<file path="config.mk">
export PLATFORM = sky130hd
export DESIGN_NAME = crc8_packet_deframer
export DESIGN_NICKNAME = d
export VERILOG_FILES = /design/src/hdl/crc8d_pkg.sv /design/src/hdl/crc8_packet_deframer.sv /design/src/hdl/crc8d_parser.sv /design/src/hdl/crc8d_rsp_reg.sv
export SDC_FILE = /design/constraint.sdc
export NUM_CORES = 1
export LEC_CHECK = 0
export ABC_AREA = 1
export BUFFER_PORTS_ARGS = -buffer_cell sky130_fd_sc_hd__buf_2
export CORE_MARGIN = 2
export CORE_UTILIZATION = 63
export DETAILED_ROUTE_END_ITERATION = 8
export PLACE_DENSITY = 0.86
export SYNTH_ARGS = -nofsm -noshare
export SYNTH_HDL_FRONTEND = slang
export SYNTH_HIERARCHICAL = 1
export SYNTH_SLANG_ARGS = --single-unit
</file>
<file path="constraint.sdc">
create_clock -name clock -period 10.15 [get_ports clock]
set_clock_uncertainty 0.1 [all_clocks]
set_input_delay 1.015 -clock clock [delete_from_list [all_inputs] [get_ports clock]]
set_output_delay 1.015 -clock clock [all_outputs]
set_load 0.02 [all_outputs]
</file>
<file path="src/hdl/crc8d_pkg.sv">
// shared types, constants and the crc-8 byte step for the packet deframer
package crc8d_pkg;

   // framing bytes
   localparam logic [7:0] SYNC_BYTE      = 8'h55;
   localparam logic [7:0] CRC_POLY       = 8'h07;
   localparam logic [7:0] BROADCAST_ADDR = 8'hFF;

   // command codes
   localparam logic [7:0] CMD_LED    = 8'h4C;
   localparam logic [7:0] CMD_THRESH = 8'h43;
   localparam logic [7:0] CMD_POLL   = 8'h46;

   // fixed lengths of the threshold and poll commands
   localparam logic [7:0] THRESH_LEN = 8'd5;
   localparam logic [7:0] POLL_LEN   = 8'd0;

   // register reset values
   localparam logic [7:0] MAX_LEN_RESET = 8'd80;
   localparam logic [7:0] LED_LEN_RESET = 8'd75;

   // register indexes on the csr port
   localparam logic [7:0] REG_PANEL_ADDR = 8'd0;
   localparam logic [7:0] REG_MAX_LEN    = 8'd1;
   localparam logic [7:0] REG_LED_LEN    = 8'd2;

   // frame class codes
   localparam logic [1:0] CLASS_NONE   = 2'd0;
   localparam logic [1:0] CLASS_LED    = 2'd1;
   localparam logic [1:0] CLASS_THRESH = 2'd2;
   localparam logic [1:0] CLASS_POLL   = 2'd3;

   // configuration registers as seen by the parser
   typedef struct packed {
      logic [7:0] panel_address;
      logic [7:0] max_payload_length;
      logic [7:0] led_frame_length;
   } cfg_type;

   // one result
   typedef struct packed {
      logic        is_frame_end;
      logic [7:0]  payload_byte;
      logic [7:0]  payload_index;
      logic [7:0]  command_code;
      logic [7:0]  frame_addr;
      logic [7:0]  payload_length;
      logic        crc_ok;
      logic [1:0]  frame_class;
      logic [31:0] crc_error_total;
   } rsp_type;

   // crc-8, msb first, one byte folded in
   function automatic logic [7:0] crc8_step(input logic [7:0] crc, input logic [7:0] b);
      logic [7:0] v;
      v = crc ^ b;
      for (int i = 0; i < 8; i++) begin
         if (v[7]) begin
            v = {v[6:0], 1'b0} ^ CRC_POLY;
         end else begin
            v = {v[6:0], 1'b0};
         end
      end
      return v;
   endfunction

endpackage

</file>
<file path="src/hdl/crc8_packet_deframer.sv">
// top level of the sync/length/crc-8 packet deframer
//
// usage: received bus bytes enter one per request on the req_ channel
// (req_valid/req_ready, byte on req_rx_byte). the block hunts for the sync
// byte, captures command, address and length, passes each payload byte out
// on the rsp_ channel with its index, and gives one end-of-frame response
// for the crc byte with the verdict, the frame class and the crc error count.
// header bytes, sync hunting and dropped over-length frames give no response.
// a response is registered, valid the cycle after its request is accepted.
// throughput: one request per cycle; the single result register sets this,
// and req_ready stays high while that register is empty or being drained.
// when the receiver stalls rsp_ready, the held response stays put and
// req_ready drops, so no request is taken whose response has no room.
// configuration is written on the csr_ channel (csr_ready is always high); the
// user must write it only while no frame is in progress (the block does not
// enforce this). unknown indexes are ignored. reset (synchronous, active high)
// returns to the hunt, clears the error count and loads the register defaults.
module crc8_packet_deframer (
   input  logic        clock,
   input  logic        reset,
   // request channel
   input  logic        req_valid,
   output logic        req_ready,
   input  logic [7:0]  req_rx_byte,
   // response channel
   output logic        rsp_valid,
   input  logic        rsp_ready,
   output logic        rsp_is_frame_end,
   output logic [7:0]  rsp_payload_byte,
   output logic [7:0]  rsp_payload_index,
   output logic [7:0]  rsp_command_code,
   output logic [7:0]  rsp_frame_addr,
   output logic [7:0]  rsp_payload_length,
   output logic        rsp_crc_ok,
   output logic [1:0]  rsp_frame_class,
   output logic [31:0] rsp_crc_error_total,
   // configuration channel
   input  logic        csr_valid,
   output logic        csr_ready,
   input  logic [7:0]  csr_index,
   input  logic [7:0]  csr_data
);

   logic [7:0]         panel_addr_ff;
   logic [7:0]         max_len_ff;
   logic [7:0]         led_len_ff;
   crc8d_pkg::cfg_type cfg;
   logic               accept;
   logic               res_valid;
   crc8d_pkg::rsp_type res_data;
   crc8d_pkg::rsp_type out_data;

   // configuration registers
   assign csr_ready = 1'b1;
   always_ff @(posedge clock) begin
      if (reset) begin
         panel_addr_ff <= 8'd0;
         max_len_ff    <= crc8d_pkg::MAX_LEN_RESET;
         led_len_ff    <= crc8d_pkg::LED_LEN_RESET;
      end else if (csr_valid && csr_ready) begin
         case (csr_index)
            crc8d_pkg::REG_PANEL_ADDR: panel_addr_ff <= csr_data;
            crc8d_pkg::REG_MAX_LEN:    max_len_ff    <= csr_data;
            crc8d_pkg::REG_LED_LEN:    led_len_ff    <= csr_data;
            default: begin
            end
         endcase
      end
   end

   assign cfg.panel_address      = panel_addr_ff;
   assign cfg.max_payload_length = max_len_ff;
   assign cfg.led_frame_length   = led_len_ff;

   // request handshake
   assign accept = req_valid && req_ready;

   crc8d_parser u_parser (
      .clock     (clock),
      .reset     (reset),
      .accept    (accept),
      .rx_byte   (req_rx_byte),
      .cfg       (cfg),
      .rsp_valid (res_valid),
      .rsp       (res_data)
   );

   crc8d_rsp_reg u_rsp_reg (
      .clock     (clock),
      .reset     (reset),
      .in_valid  (res_valid),
      .in_data   (res_data),
      .in_ready  (req_ready),
      .out_valid (rsp_valid),
      .out_data  (out_data),
      .out_ready (rsp_ready)
   );

   // response fields
   assign rsp_is_frame_end    = out_data.is_frame_end;
   assign rsp_payload_byte    = out_data.payload_byte;
   assign rsp_payload_index   = out_data.payload_index;
   assign rsp_command_code    = out_data.command_code;
   assign rsp_frame_addr      = out_data.frame_addr;
   assign rsp_payload_length  = out_data.payload_length;
   assign rsp_crc_ok          = out_data.crc_ok;
   assign rsp_frame_class     = out_data.frame_class;
   assign rsp_crc_error_total = out_data.crc_error_total;

endmodule

</file>
<file path="src/hdl/crc8d_parser.sv">
// frame parser: phase tracking, crc update, classification and result forming
module crc8d_parser (
   input  logic                 clock,
   input  logic                 reset,
   input  logic                 accept,
   input  logic [7:0]           rx_byte,
   input  crc8d_pkg::cfg_type   cfg,
   output logic                 rsp_valid,
   output crc8d_pkg::rsp_type   rsp
);

   typedef enum logic [2:0] {
      ST_HUNT = 3'd0,
      ST_CMD  = 3'd1,
      ST_ADDR = 3'd2,
      ST_LEN  = 3'd3,
      ST_PAY  = 3'd4,
      ST_CRC  = 3'd5
   } phase_type;

   phase_type   phase_ff, phase_in;
   logic [7:0]  cmd_ff, cmd_in;
   logic [7:0]  addr_ff, addr_in;
   logic [7:0]  len_ff, len_in;
   logic [7:0]  count_ff, count_in;
   logic [7:0]  crc_ff, crc_in;
   logic [31:0] err_ff, err_in;
   logic [7:0]  crc_next;
   logic [7:0]  count_inc;
   logic        own_addr;
   logic [1:0]  class_code;

   // shared byte step and counter increment
   assign crc_next  = crc8d_pkg::crc8_step(crc_ff, rx_byte);
   assign count_inc = count_ff + 8'd1;

   // frame class from the held header
   assign own_addr = (addr_ff == cfg.panel_address);
   always_comb begin
      class_code = crc8d_pkg::CLASS_NONE;
      if (cmd_ff == crc8d_pkg::CMD_LED &&
          (own_addr || addr_ff == crc8d_pkg::BROADCAST_ADDR) &&
          len_ff == cfg.led_frame_length) begin
         class_code = crc8d_pkg::CLASS_LED;
      end else if (cmd_ff == crc8d_pkg::CMD_THRESH && own_addr &&
                   len_ff == crc8d_pkg::THRESH_LEN) begin
         class_code = crc8d_pkg::CLASS_THRESH;
      end else if (cmd_ff == crc8d_pkg::CMD_POLL && own_addr &&
                   len_ff == crc8d_pkg::POLL_LEN) begin
         class_code = crc8d_pkg::CLASS_POLL;
      end
   end

   // next state and result for an accepted byte
   always_comb begin
      phase_in  = phase_ff;
      cmd_in    = cmd_ff;
      addr_in   = addr_ff;
      len_in    = len_ff;
      count_in  = count_ff;
      crc_in    = crc_ff;
      err_in    = err_ff;
      rsp_valid = 1'b0;
      rsp.is_frame_end    = 1'b0;
      rsp.payload_byte    = 8'd0;
      rsp.payload_index   = 8'd0;
      rsp.command_code    = cmd_ff;
      rsp.frame_addr      = addr_ff;
      rsp.payload_length  = len_ff;
      rsp.crc_ok          = 1'b0;
      rsp.frame_class     = crc8d_pkg::CLASS_NONE;
      rsp.crc_error_total = err_ff;
      if (accept) begin
         case (phase_ff)
            ST_CMD: begin
               cmd_in   = rx_byte;
               crc_in   = crc8d_pkg::crc8_step(8'd0, rx_byte);
               phase_in = ST_ADDR;
            end
            ST_ADDR: begin
               addr_in  = rx_byte;
               crc_in   = crc_next;
               phase_in = ST_LEN;
            end
            ST_LEN: begin
               len_in   = rx_byte;
               count_in = 8'd0;
               crc_in   = crc_next;
               if (rx_byte > cfg.max_payload_length) begin
                  phase_in = ST_HUNT;
               end else if (rx_byte != 8'd0) begin
                  phase_in = ST_PAY;
               end else begin
                  phase_in = ST_CRC;
               end
            end
            ST_PAY: begin
               rsp_valid         = 1'b1;
               rsp.payload_byte  = rx_byte;
               rsp.payload_index = count_ff;
               crc_in            = crc_next;
               count_in          = count_inc;
               if (count_inc == len_ff) begin
                  phase_in = ST_CRC;
               end
            end
            ST_CRC: begin
               rsp_valid        = 1'b1;
               rsp.is_frame_end = 1'b1;
               if (crc_ff == rx_byte) begin
                  rsp.crc_ok      = 1'b1;
                  rsp.frame_class = class_code;
               end else begin
                  err_in = err_ff + 32'd1;
               end
               rsp.crc_error_total = err_in;
               phase_in = ST_HUNT;
            end
            default: begin
               phase_in = (rx_byte == crc8d_pkg::SYNC_BYTE) ? ST_CMD : ST_HUNT;
            end
         endcase
      end
   end

   // parser state
   always_ff @(posedge clock) begin
      if (reset) begin
         phase_ff <= ST_HUNT;
         cmd_ff   <= 8'd0;
         addr_ff  <= 8'd0;
         len_ff   <= 8'd0;
         count_ff <= 8'd0;
         crc_ff   <= 8'd0;
         err_ff   <= 32'd0;
      end else begin
         phase_ff <= phase_in;
         cmd_ff   <= cmd_in;
         addr_ff  <= addr_in;
         len_ff   <= len_in;
         count_ff <= count_in;
         crc_ff   <= crc_in;
         err_ff   <= err_in;
      end
   end

endmodule

</file>
<file path="src/hdl/crc8d_rsp_reg.sv">
// result register between the parser and the response channel
module crc8d_rsp_reg (
   input  logic                 clock,
   input  logic                 reset,
   input  logic                 in_valid,
   input  crc8d_pkg::rsp_type   in_data,
   output logic                 in_ready,
   output logic                 out_valid,
   output crc8d_pkg::rsp_type   out_data,
   input  logic                 out_ready
);

   logic               valid_ff;
   crc8d_pkg::rsp_type data_ff;

   // room when empty or when the held result leaves this cycle
   assign in_ready  = !valid_ff || out_ready;
   assign out_valid = valid_ff;
   assign out_data  = data_ff;

   // valid flag
   always_ff @(posedge clock) begin
      if (reset) begin
         valid_ff <= 1'b0;
      end else if (in_ready) begin
         valid_ff <= in_valid;
      end
   end

   // payload
   always_ff @(posedge clock) begin
      if (in_ready && in_valid) begin
         data_ff <= in_data;
      end
   end

endmodule
</file>
==> results.md, run 1 <==
* Run status: finished clean
* Max-cap viol count at 0
* Buffers inserted by post-CTS timing repair at 0
* Library cell occupying the most area in the post-synthesis netlist: edfxtp_1
* Number of buffers added to fix hold violations after cts at 0
* Post-synthesis cell count at 1054
* Critical Path End Type: register
* Launching element type of the critical path: primary input
* Most common library cell in the layout ignoring fill and taps: nand2_1
* Post-detailed-route wirelength per cell at 14.9 um
* Vias in the first global route at 6677
* Most frequent cells in the layout: nand2_1, inv_1, nor2_1, buf_2, dfxtp_1
* Synth top area cells: edfxtp_1, dfxtp_1, nand2_1
* Seq cells post-synth at 176
* Pins over their slew limit at 0
* Sequential cell area fraction in the yosys report at 49.4%
* Worst endpoint required time at 10110 ps
* Aggregate negative setup slack at 0 ps
* Antenna Violating Nets Remaining at 0
* Number of buffers added by the clock tree synthesis step at 17
* Peak fanout along the critical path at 47
* Highest ir drop seen on vdd at 0.141 mV
* Vias per Instance at 5.47
* Worst skew pair latency at 430 ps
* Clock Power Share at 41.7%
* PnR Total Power at 1.56 mW
* Detailed placer's ending HPWL at 14200 um
* Number of I/O pins at 108
* Number of antenna violations at the first check in global routing at 0
* Average cell area after synthesis at 8.23 sq um
* Leak pwr at 4.14 nW
* Synth warnings at 6
* Clock tree from TritonCTS: yes
* Clock transition at path regs at 60 ps
* Slew of the pin with the lowest slew margin at 1000 ps
* Net count reported at finish at 1205
* First-pass GRT wire length at 32200 um
* Growth of design area from synthesis to finish at 14.3%
* Worst setup path category: in2reg
* Router iterations before antenna repair at 7
* Count of H-tree levels built during CTS at 4
* Minimum clock period after layout at 3270 ps
* Share of the synthesized area in the top cell type at 26.3%
* Final hold viol count at 0
* Number of nets produced by synthesis at 1102
* Resize count post-CTS at 0
* Internal power at 1.19 mW
* Share of total power consumed by net switching at 23.6%
* Core area at 13300 sq um
* Die Outline Area at 14700 sq um
* Hold Path Class: reg2reg
* Net switching component of the power at 0.369 mW
* Total grt overflow at 0
* Power Dens Cells at 157 nW/um^2
* Routability Congestion at 0.951
* Post-Synthesis Cell Area at 8680 sq um
* DRC violation count after routing at 0
* Num rows at 42
* Register share of total power at 49.0%
* Worst slew margin at 33.3%
* Final Hold Slack at 354 ps
* Height of the chip at 121 um
* Crit path arrival time at 3230 ps
* Via count of the routed design at 7359
* Final clock period utilization by the worst path at 32.2%
* Number of clock sinks seen by CTS at 176
* Total Routing Usage GR at 27.8%
* Number of enable-type register cells in the synthesized netlist at 76
* RSZ-0062 raised after global routing: no
* Initial standard-cell utilization of the core at 65.0%
* Highest clock frequency the design can meet at 0.305 GHz
* Count of input and output buffers at 106
* CTS Root Cell: clkbuf_16
* Portion of total power attributed to combinational logic at 9.4%
* Iter 0 DRT Violations at 652
* Final setup margin at 6880 ps
* Number of diodes at 0
* Post-placement setup slack at 6450 ps
* Share of final-layout standard cells stronger than drive strength 1 at 15.0%
* Setup violations, final at 0
* Distinct cells, synth at 45
* Most used DFF post-synth: dfxtp_1
* Largest buffer count on any clock path at 2
* Async set or reset register ratio after synthesis at 0%
* Final routed wirelength across all metal layers at 20100 um
* Die width at 121 um
* Largest net degree at the start of global routing at 48
power groups by stage:
| stage | Sequential, mW | Combinational (mW) | Clock, mW |
|---|---|---|---|
| after floorplan | 0.794 | 0.0898 | 0 |
| after global placement | 0.779 | 0.141 | 0 |
| after detailed placement | 0.780 | 0.143 | 0 |
| after CTS | 0.765 | 0.145 | 0.657 |
| after global routing | 0.766 | 0.161 | 0.682 |
| final | 0.765 | 0.146 | 0.650 |
through the flow:
stage	utilization [%]	cell area, sq um	std cells
2_1_floorplan	-	8680	1054
3_3_place_gp	69.9	9330	1314
3_5_place_dp	69.9	9330	1314
4_1_cts	74.3	9920	1346
5_1_grt	74.3	9920	1346
6_report	74.3	9920	1346
final cells by class:
cell class | instances | area [sq um]
sequential | 176 | 4280
clock buffer | 20 | 447
multi-input combinational | 722 | 3790
tap | 176 | 220
inverter | 133 | 504
timing repair buffer | 107 | 538
clock inverter | 12 | 141
fill | 1015 | 3430
Yosys cell counts, types with 4 or more instances:
cell / instances
nor2_4: 7
xnor2_1: 20
ha_1: 19
dfxtp_1: 100
nand2_1: 226
clkbuf_1: 13
edfxtp_1: 76
xor2_1: 36
or2_2: 4
nand2_2: 4
nor3_1: 21
nor2_1: 122
nor2_2: 5
buf_2: 4
xnor2_2: 5
inv_1: 127
o21ai_0: 47
nand4_1: 15
nand3_1: 80
a21oi_1: 84
kinds of logic after synthesis:
logic type,synth area share (%)
DFF,49.4
and+or+nand+nor,25.7
buffers and inverters,7.12
adders and majority gates,2.74
AOI/OAI and AO/OA,8.44
other,0.0432
xor gates and xnor gates,6.59
layer usage:
metal	global-route usage [%]	vias to the layer above	part of all wire (%)
li1	-	3641	-
met5	0	-	0
met1	34.7	3374	41
met3	5.92	44	6.3
met4	10.5	0	2.9
met2	47.5	300	49
worst paths after layout:
| path | from | to | slack, ps | cells past startpoint |
|---|---|---|---|---|
| max | rsp_ready | u_rsp_reg/out_data[18]$_DFFE_PP_ | 6880 | 10 |
| min reg2reg | u_parser/cmd_ff[5]$_SDFFE_PP0P_ | u_rsp_reg/out_data[56]$_DFFE_PP_ | 350 | 0 |
| max reg2reg | u_rsp_reg/out_valid$_SDFFE_PP0P_ | u_rsp_reg/out_data[18]$_DFFE_PP_ | 7200 | 8 |
| min | u_parser/cmd_ff[5]$_SDFFE_PP0P_ | u_rsp_reg/out_data[56]$_DFFE_PP_ | 350 | 0 |
sequential cells by signal (all words and copies together), names as in the netlist:
register,count
u_parser/addr_ff,8
u_parser/phase_ff,3
panel_addr_ff,8
u_rsp_reg/out_data,76
u_parser/cmd_ff,8
u_parser/err_ff,32
u_parser/len_ff,8
u_rsp_reg/out_valid,1
u_parser/crc_ff,8
u_parser/count_ff,8
max_len_ff,8
led_len_ff,8
worst max-delay path: stages:
cell	delay (ps)
buf_2	80
inv_2	50
nand2_2	70
nand2_1	50
inv_1	160
inv_2	130
nor3_1	160
inv_1	110
a21oi_4	730
buf_4	630
(Power assumes the default switching activity.)
==> run 2: changes to the inputs <==
--- a/config.mk
+++ b/config.mk
@@ -5,12 +5,12 @@
 export SDC_FILE = /design/constraint.sdc
 export NUM_CORES = 1
 export LEC_CHECK = 0
-export ABC_AREA = 1
+export ABC_AREA = 0
 export BUFFER_PORTS_ARGS = -buffer_cell sky130_fd_sc_hd__buf_2
 export CORE_MARGIN = 2
-export CORE_UTILIZATION = 63
+export CORE_UTILIZATION = 52
 export DETAILED_ROUTE_END_ITERATION = 8
-export PLACE_DENSITY = 0.86
+export PLACE_DENSITY = 0.76
 export SYNTH_ARGS = -nofsm -noshare
 export SYNTH_HDL_FRONTEND = slang
 export SYNTH_HIERARCHICAL = 1
==> constraint.sdc (replaced) <==
create_clock -name clock -period 2.8 [get_ports clock]
set_clock_uncertainty 0.1 [all_clocks]
set_input_delay 0.28 -clock clock [delete_from_list [all_inputs] [get_ports clock]]
set_output_delay 0.28 -clock clock [all_outputs]
set_load 0.02 [all_outputs]
==> run 2 against run 1 <==
Clock power grew to 3.6 times the previous value. Final area is 5.8% lower. Via count is 21% lower. Non-clock buffer count is 13 higher. Routed wire length is 15% lower. Area after synthesis is 7.4% lower. Final cell count is 21% lower. Register-to-register slack worse by 6900 ps. Power grew to 3.4 times the previous value. Critical path depth is 1 lower. Die area is 12% higher. Critical endpoint is now u_parser/err_ff[19]$_SDFFE_PP0P_. Largest cell class unchanged.
==> results.md, run 2 <==
* Run status: finished clean
* Cell area reported after detailed placement at 8750 sq um
* Post-Synthesis Cell Area at 8040 sq um
* Max reg flops at 76
* Levels on crit path at 9
* Most used DFF post-synth: dfxtp_1
* Adder and majority cell fraction of the synthesized area at 2.96%
* Share of the synthesized area in the top cell type at 28.4%
* Number of I/O pins at 108
* Synth warnings at 6
* Net count reported at finish at 914
* Most common library cell in the layout ignoring fill and taps: buf_2
* Max-cap viol count at 0
* Antenna Violating Nets Remaining at 0
* Router iterations before antenna repair at 5
* RSZ-0062 raised after global routing: no
* Power Dens Cells at 575 nW/um^2
* First-pass GRT wire length at 27400 um
* Leading post-synthesis cells by instance count: dfxtp_1, edfxtp_1, nand2_1
* Number of fill cells in the layout at 1220
* Resize count post-CTS at 0
* Crit path arrival time at 2750 ps
* Endpoint of the most critical register-to-register path: u_parser/err_ff[19]$_SDFFE_PP0P_
* Number of enable-type register cells in the synthesized netlist at 76
* Post-synthesis xor/xnor area fraction at 10.1%
* Detailed placer's ending HPWL at 12100 um
* Final Hold Slack at 17.4 ps
* Vias in the first global route at 5369
* Logic depth of the worst register-to-register path at 9
* Final routed wirelength across all metal layers at 17100 um
* Routability Congestion at 0.876
* Minimum setup slack among reg-to-reg paths at 320 ps
* Worst R2R Start: u_parser/crc_ff[6]$_SDFFE_PP0P_
* Mux cell area share after synthesis at 4.06%
* Growth of design area from synthesis to finish at 16.2%
* Worst setup path category: reg2reg
* Post-synthesis cell count at 763
* Global-route track usage on met2 at 32.4%
* Number of buffers added by the clock tree synthesis step at 17
* Total grt overflow at 0
* Number of nets produced by synthesis at 811
* Minimum clock period after layout at 2480 ps
* Count of input and output buffers at 106
* Slew of the pin with the lowest slew margin at 885 ps
* Synth top area cells: edfxtp_1, dfxtp_1, xnor2_1
* Post-detailed-route wirelength per cell at 16.0 um
* Die Outline Area at 16500 sq um
* Share of final-layout standard cells stronger than drive strength 1 at 19.0%
* Distinct cells, synth at 55
* Highest ir drop seen on vdd at 0.382 mV
* Number of buffers added to fix hold violations after cts at 0
* Critical Path End Type: register
* Sequential cell area fraction in the yosys report at 53.3%
* Count of H-tree levels built during CTS at 4
* Via count of the routed design at 5793
* Iter 0 DRT Violations at 438
* Height of the chip at 128 um
* Setup violations, final at 0
* Final hold viol count at 0
* Aggregate negative setup slack at 0 ps
* Worst endpoint required time at 3070 ps
* Clock transition at path regs at 70 ps
* Number of clock sinks seen by CTS at 176
* Worst slew margin at 41.0%
* CTS Root Cell: clkbuf_16
* Most frequent cells in the layout: buf_2, dfxtp_1, edfxtp_1, nand2_1, nor2_1
* Post-placement setup slack at 264 ps
* Busiest metal layer after global routing: met2
* Buffering stage count on the worst path with inverters included at 1
* Final clock period utilization by the worst path at 88.7%
* Die width at 128 um
* Sequence of cells on the critical path: xnor2_1, ha_1, and3_1, a311oi_4, buf_4, nand3_1, nor2_1, xor2_1, and2_1
* Hold Path Class: in2reg
* Final cell utilization of the core at 61.7%
* Largest net degree at the start of global routing at 48
* Num rows at 45
* Initial standard-cell utilization of the core at 53.1%
* Cell family with most CP delay: simple AND/OR/NAND/NOR gates
* Number of diodes at 0
* Highest clock frequency the design can meet at 0.403 GHz
* Area fraction in and, or, nand and nor cells after synthesis at 20.0%
* Leak pwr at 3.77 nW
* Largest buffer count on any clock path at 2
* Slowest stage delay, CP at 460 ps
* Area fraction in compound gates after synthesis at 6.26%
* Clock tree from TritonCTS: yes
* Average cell area after synthesis at 10.5 sq um
* Footprint of the multi-input gates at 3490 sq um
* Combinational family with the most area after synthesis: simple AND/OR/NAND/NOR gates
* Count leader, synth: dfxtp_1
* Critical path destination: u_parser/err_ff[19]$_SDFFE_PP0P_
* Total Routing Usage GR at 21.5%
* Peak fanout along the critical path at 7
* Cell area after layout at 9340 sq um
* Worst skew pair latency at 430 ps
* Vias per Instance at 5.43
* Seq cells post-synth at 176
* Register area at 4280 sq um
* Launching element type of the critical path: register
* Core area at 15100 sq um
* Final setup margin at 316 ps
* Async set or reset register ratio after synthesis at 0%
* Number of antenna violations at the first check in global routing at 0
* Pins over their slew limit at 0
* DRC violation count after routing at 0
* Library cell occupying the most area in the post-synthesis netlist: edfxtp_1
* Buffers inserted by post-CTS timing repair at 0
* Slowest cell on the critical path: a311oi_4
* Startpoint of the worst setup timing path: u_parser/crc_ff[6]$_SDFFE_PP0P_
* Global-route met3 utilization at 4.84%
* Met1 usage in global routing at 30.8%
[run 2: worst min-delay path, delay by kind of cell]
| family | cells | cell delay (ps) |
|---|---|---|
| simple gates | 1 | 60 |
| mux | 1 | 60 |
| buf+inv | 1 | 100 |
[run 2: worst min path at each step]
stage | slack, ps | startpoint | endpoint | cells after the start
2_1_floorplan | 240 | reset | u_rsp_reg/out_valid$_SDFFE_PP0P_ | 1
3_3_place_gp | 360 | max_len_ff[1]$_SDFFE_PP0P_ | max_len_ff[1]$_SDFFE_PP0P_ | 2
3_5_place_dp | 360 | u_parser/cmd_ff[5]$_SDFFE_PP0P_ | u_rsp_reg/out_data[56]$_DFFE_PP_ | 0
4_1_cts | 10 | csr_data[6] | panel_addr_ff[6]$_SDFFE_PP0P_ | 3
5_1_grt | 20 | csr_data[6] | panel_addr_ff[6]$_SDFFE_PP0P_ | 3
6_report | 20 | csr_data[6] | panel_addr_ff[6]$_SDFFE_PP0P_ | 3
[run 2: kinds of logic after synthesis]
group                    count (synthesis)
AND/OR/NAND/NOR                        303
flip-flops                             176
XOR/XNOR                                87
AO/OA/AOI/OAI                           84
buffers and inverters                   61
multiplexers                            32
adder cells (fa/ha/maj)                 19
other                                    1
[run 2: power by group]
| group | total [mW] | leakage [nW] | internal [mW] | switching (mW) |
|---|---|---|---|---|
| clock | 2.31 | 0.286 | 1.28 | 1.03 |
| combinational | 0.355 | 1.98 | 0.156 | 0.199 |
| sequential | 2.71 | 1.51 | 2.68 | 0.0329 |
| total | 5.37 | 3.77 | 4.11 | 1.26 |
[run 2: area by class of cell]
| type | count | area share (%) |
|---|---|---|
| tap | 188 | 2.52 |
| clock inverter | 14 | 1.61 |
| clock buffer | 18 | 4.70 |
| inverter | 25 | 1.00 |
| sequential | 176 | 45.9 |
| multi-input combinational | 526 | 37.4 |
| timing repair buffer | 120 | 6.94 |
[run 2: routing by layer]
metal / share of wire [%] / up-vias / routed length [um]
met3: 6.2 / 31 / 1060
met5: 0 / - / 0
li1: - / 2839 / -
met1: 47 / 2731 / 7990
met4: 2.1 / 0 / 363
met2: 45 / 192 / 7720
[run 2: metrics by stage]
stage          power (mW)  std cells
2_1_floorplan        3.02        763
5_1_grt              5.58       1067
4_1_cts              5.41       1067
3_5_place_dp         3.12       1035
6_report             5.37       1067
3_3_place_gp         3.11       1035
==> run 3: changes to the inputs <==
--- a/config.mk
+++ b/config.mk
@@ -7,6 +7,7 @@
 export LEC_CHECK = 0
 export ABC_AREA = 0
 export BUFFER_PORTS_ARGS = -buffer_cell sky130_fd_sc_hd__buf_2
+export CORE_ASPECT_RATIO = 1.4
 export CORE_MARGIN = 2
 export CORE_UTILIZATION = 52
 export DETAILED_ROUTE_END_ITERATION = 8
==> run 3 against run 2 <==
Combinational power up 2%. Final cell count up 0.47%. Via count down 0.33%. Setup slack worse by 39 ps. Register-to-register slack worse by 40 ps. Largest cell class unchanged.
==> results.md, run 3 (same netlist as run 2, synthesis figures left out) <==
* Number of clock sinks seen by CTS at 176
* Number of fill cells in the layout at 1246
* Worst Hold Endpoint: panel_addr_ff[6]$_SDFFE_PP0P_
* WHS Path Cells at 3
* Die Outline Area at 16500 sq um
* HP Start: csr_data[6]
* Slowest stage delay, CP at 450 ps
* Pins over their slew limit at 0
* Die width at 109 um
* Total grt overflow at 0
* First-pass GRT wire length at 27000 um
* Final clock period utilization by the worst path at 90.1%
* Via count of the routed design at 5774
* Endpoint of the most critical register-to-register path: u_parser/err_ff[22]$_SDFFE_PP0P_
* Height of the chip at 151 um
* Clock transition at path regs at 70 ps
* Max-cap viol count at 0
* Post-detailed-route wirelength per cell at 16.1 um
* Setup violations, final at 0
* DRC violation count after routing at 0
* Final hold viol count at 0
* Worst setup path category: reg2reg
* Leak pwr at 3.76 nW
* Worst skew pair latency at 420 ps
* Post-placement setup slack at 218 ps
* RSZ-0062 raised after global routing: no
* Largest net degree at the start of global routing at 77
* Peak fanout along the critical path at 7
* Max reg flops at 76
* Count of input and output buffers at 106
* Buffers inserted by post-CTS timing repair at 0
* Resize count post-CTS at 0
* Most frequent cells in the layout: buf_2, dfxtp_1, edfxtp_1, nand2_1, nor2_1
* Total Routing Usage GR at 21.5%
* Power Dens Cells at 571 nW/um^2
* Most common library cell in the layout ignoring fill and taps: buf_2
* Clock tree from TritonCTS: yes
* CTS Root Cell: clkbuf_16
* Number of antenna violations at the first check in global routing at 0
* Net count reported at finish at 915
* Num rows at 53
* Detailed placer's ending HPWL at 12300 um
* Sequence of cells on the critical path: xnor2_1, ha_1, and3_1, a311oi_4, buf_4, nand3_1, nor2_1, xor2_1, and2_1
* Number of I/O pins at 108
* Highest ir drop seen on vdd at 0.387 mV
* Antenna Violating Nets Remaining at 0
* Aggregate negative setup slack at 0 ps
* Number of buffers added by the clock tree synthesis step at 17
* Final setup margin at 278 ps
* Critical Path End Type: register
* Minimum clock period after layout at 2520 ps
* Largest buffer count on any clock path at 2
* Highest clock frequency the design can meet at 0.396 GHz
* Share of final-layout standard cells stronger than drive strength 1 at 18.9%
* Slew of the pin with the lowest slew margin at 925 ps
* Logic depth of the worst register-to-register path at 9
* Minimum setup slack among reg-to-reg paths at 280 ps
* Vias per Instance at 5.39
* Router iterations before antenna repair at 7
* Number of diodes at 0
* Worst R2R Start: u_parser/crc_ff[5]$_SDFFE_PP0P_
* Buffering stage count on the worst path with inverters included at 1
* Initial standard-cell utilization of the core at 53.4%
* Growth of design area from synthesis to finish at 16.0%
* Final routed wirelength across all metal layers at 17300 um
* Hold Path Class: in2reg
* Count of H-tree levels built during CTS at 4
* Cell family with most CP delay: simple AND/OR/NAND/NOR gates
* Iter 0 DRT Violations at 370
* Worst endpoint required time at 3060 ps
* Core area at 15100 sq um
* Worst slew margin at 38.3%
* Launching element type of the critical path: register
* Slowest cell on the critical path: a311oi_4
* Number of buffers added to fix hold violations after cts at 0
* Run status: finished clean
* Routability Congestion at 0.839
* Crit path arrival time at 2780 ps
* Vias in the first global route at 5435
-- run 3: layout make-up --
type                       instances  area (sq um)  area share, %
clock buffer                      19           433           4.64
sequential                       176          4280           45.9
tap                              192           240           2.58
multi-input combinational        526          3490           37.4
clock inverter                    13           130           1.40
timing repair buffer             121           656           7.03
inverter                          25          93.8           1.01
-- run 3: worst max-delay path by stage --
stage                     cells after the start                                to  slack, ps                       startpoint
after floorplan                               8  u_rsp_reg/out_data[16]$_DFFE_PP_        210                   req_rx_byte[6]
after global placement                        9  u_parser/err_ff[16]$_SDFFE_PP0P_        340                   req_rx_byte[4]
after detailed placement                     10  u_parser/err_ff[22]$_SDFFE_PP0P_        220                   req_rx_byte[4]
after CTS                                     9  u_parser/err_ff[22]$_SDFFE_PP0P_        300  u_parser/crc_ff[6]$_SDFFE_PP0P_
after global routing                          9  u_parser/err_ff[22]$_SDFFE_PP0P_        110  u_parser/crc_ff[6]$_SDFFE_PP0P_
final                                         9  u_parser/err_ff[22]$_SDFFE_PP0P_        280  u_parser/crc_ff[5]$_SDFFE_PP0P_
-- run 3: routing by layer --
layer  track usage, %  share of wire [%]
met1             25.9                 41
met2             36.9                 51
met3             3.87                5.1
met4             9.94                3.2
met5                0                  0
-- run 3: per-stage QoR --
stage	std cells	power, mW	utilization, %	hold WS, ps	cell area, sq um
2_1_floorplan	763	3.02	-	242	8040
3_3_place_gp	1040	3.11	58.2	344	8760
3_5_place_dp	1040	3.12	58.2	349	8760
4_1_cts	1072	5.36	62.0	33.8	9330
5_1_grt	1072	5.51	62.0	41.2	9330
6_report	1072	5.32	62.0	46.6	9330
-- run 3: report_power, final --
part | internal (mW) | switching, mW | total (mW)
clock network | 1.25 | 1.00 | 2.25
logic | 0.157 | 0.204 | 0.361
registers | 2.68 | 0.0337 | 2.71
-- run 3: worst register-to-register path: stages (launching register included) --
cell      delay (ps)
dfxtp_1          430
xnor2_1          110
ha_1             190
and3_1           250
a311oi_4         450
buf_4            220
nand3_1          130
nor2_1           220
xor2_1           210
and2_1           140
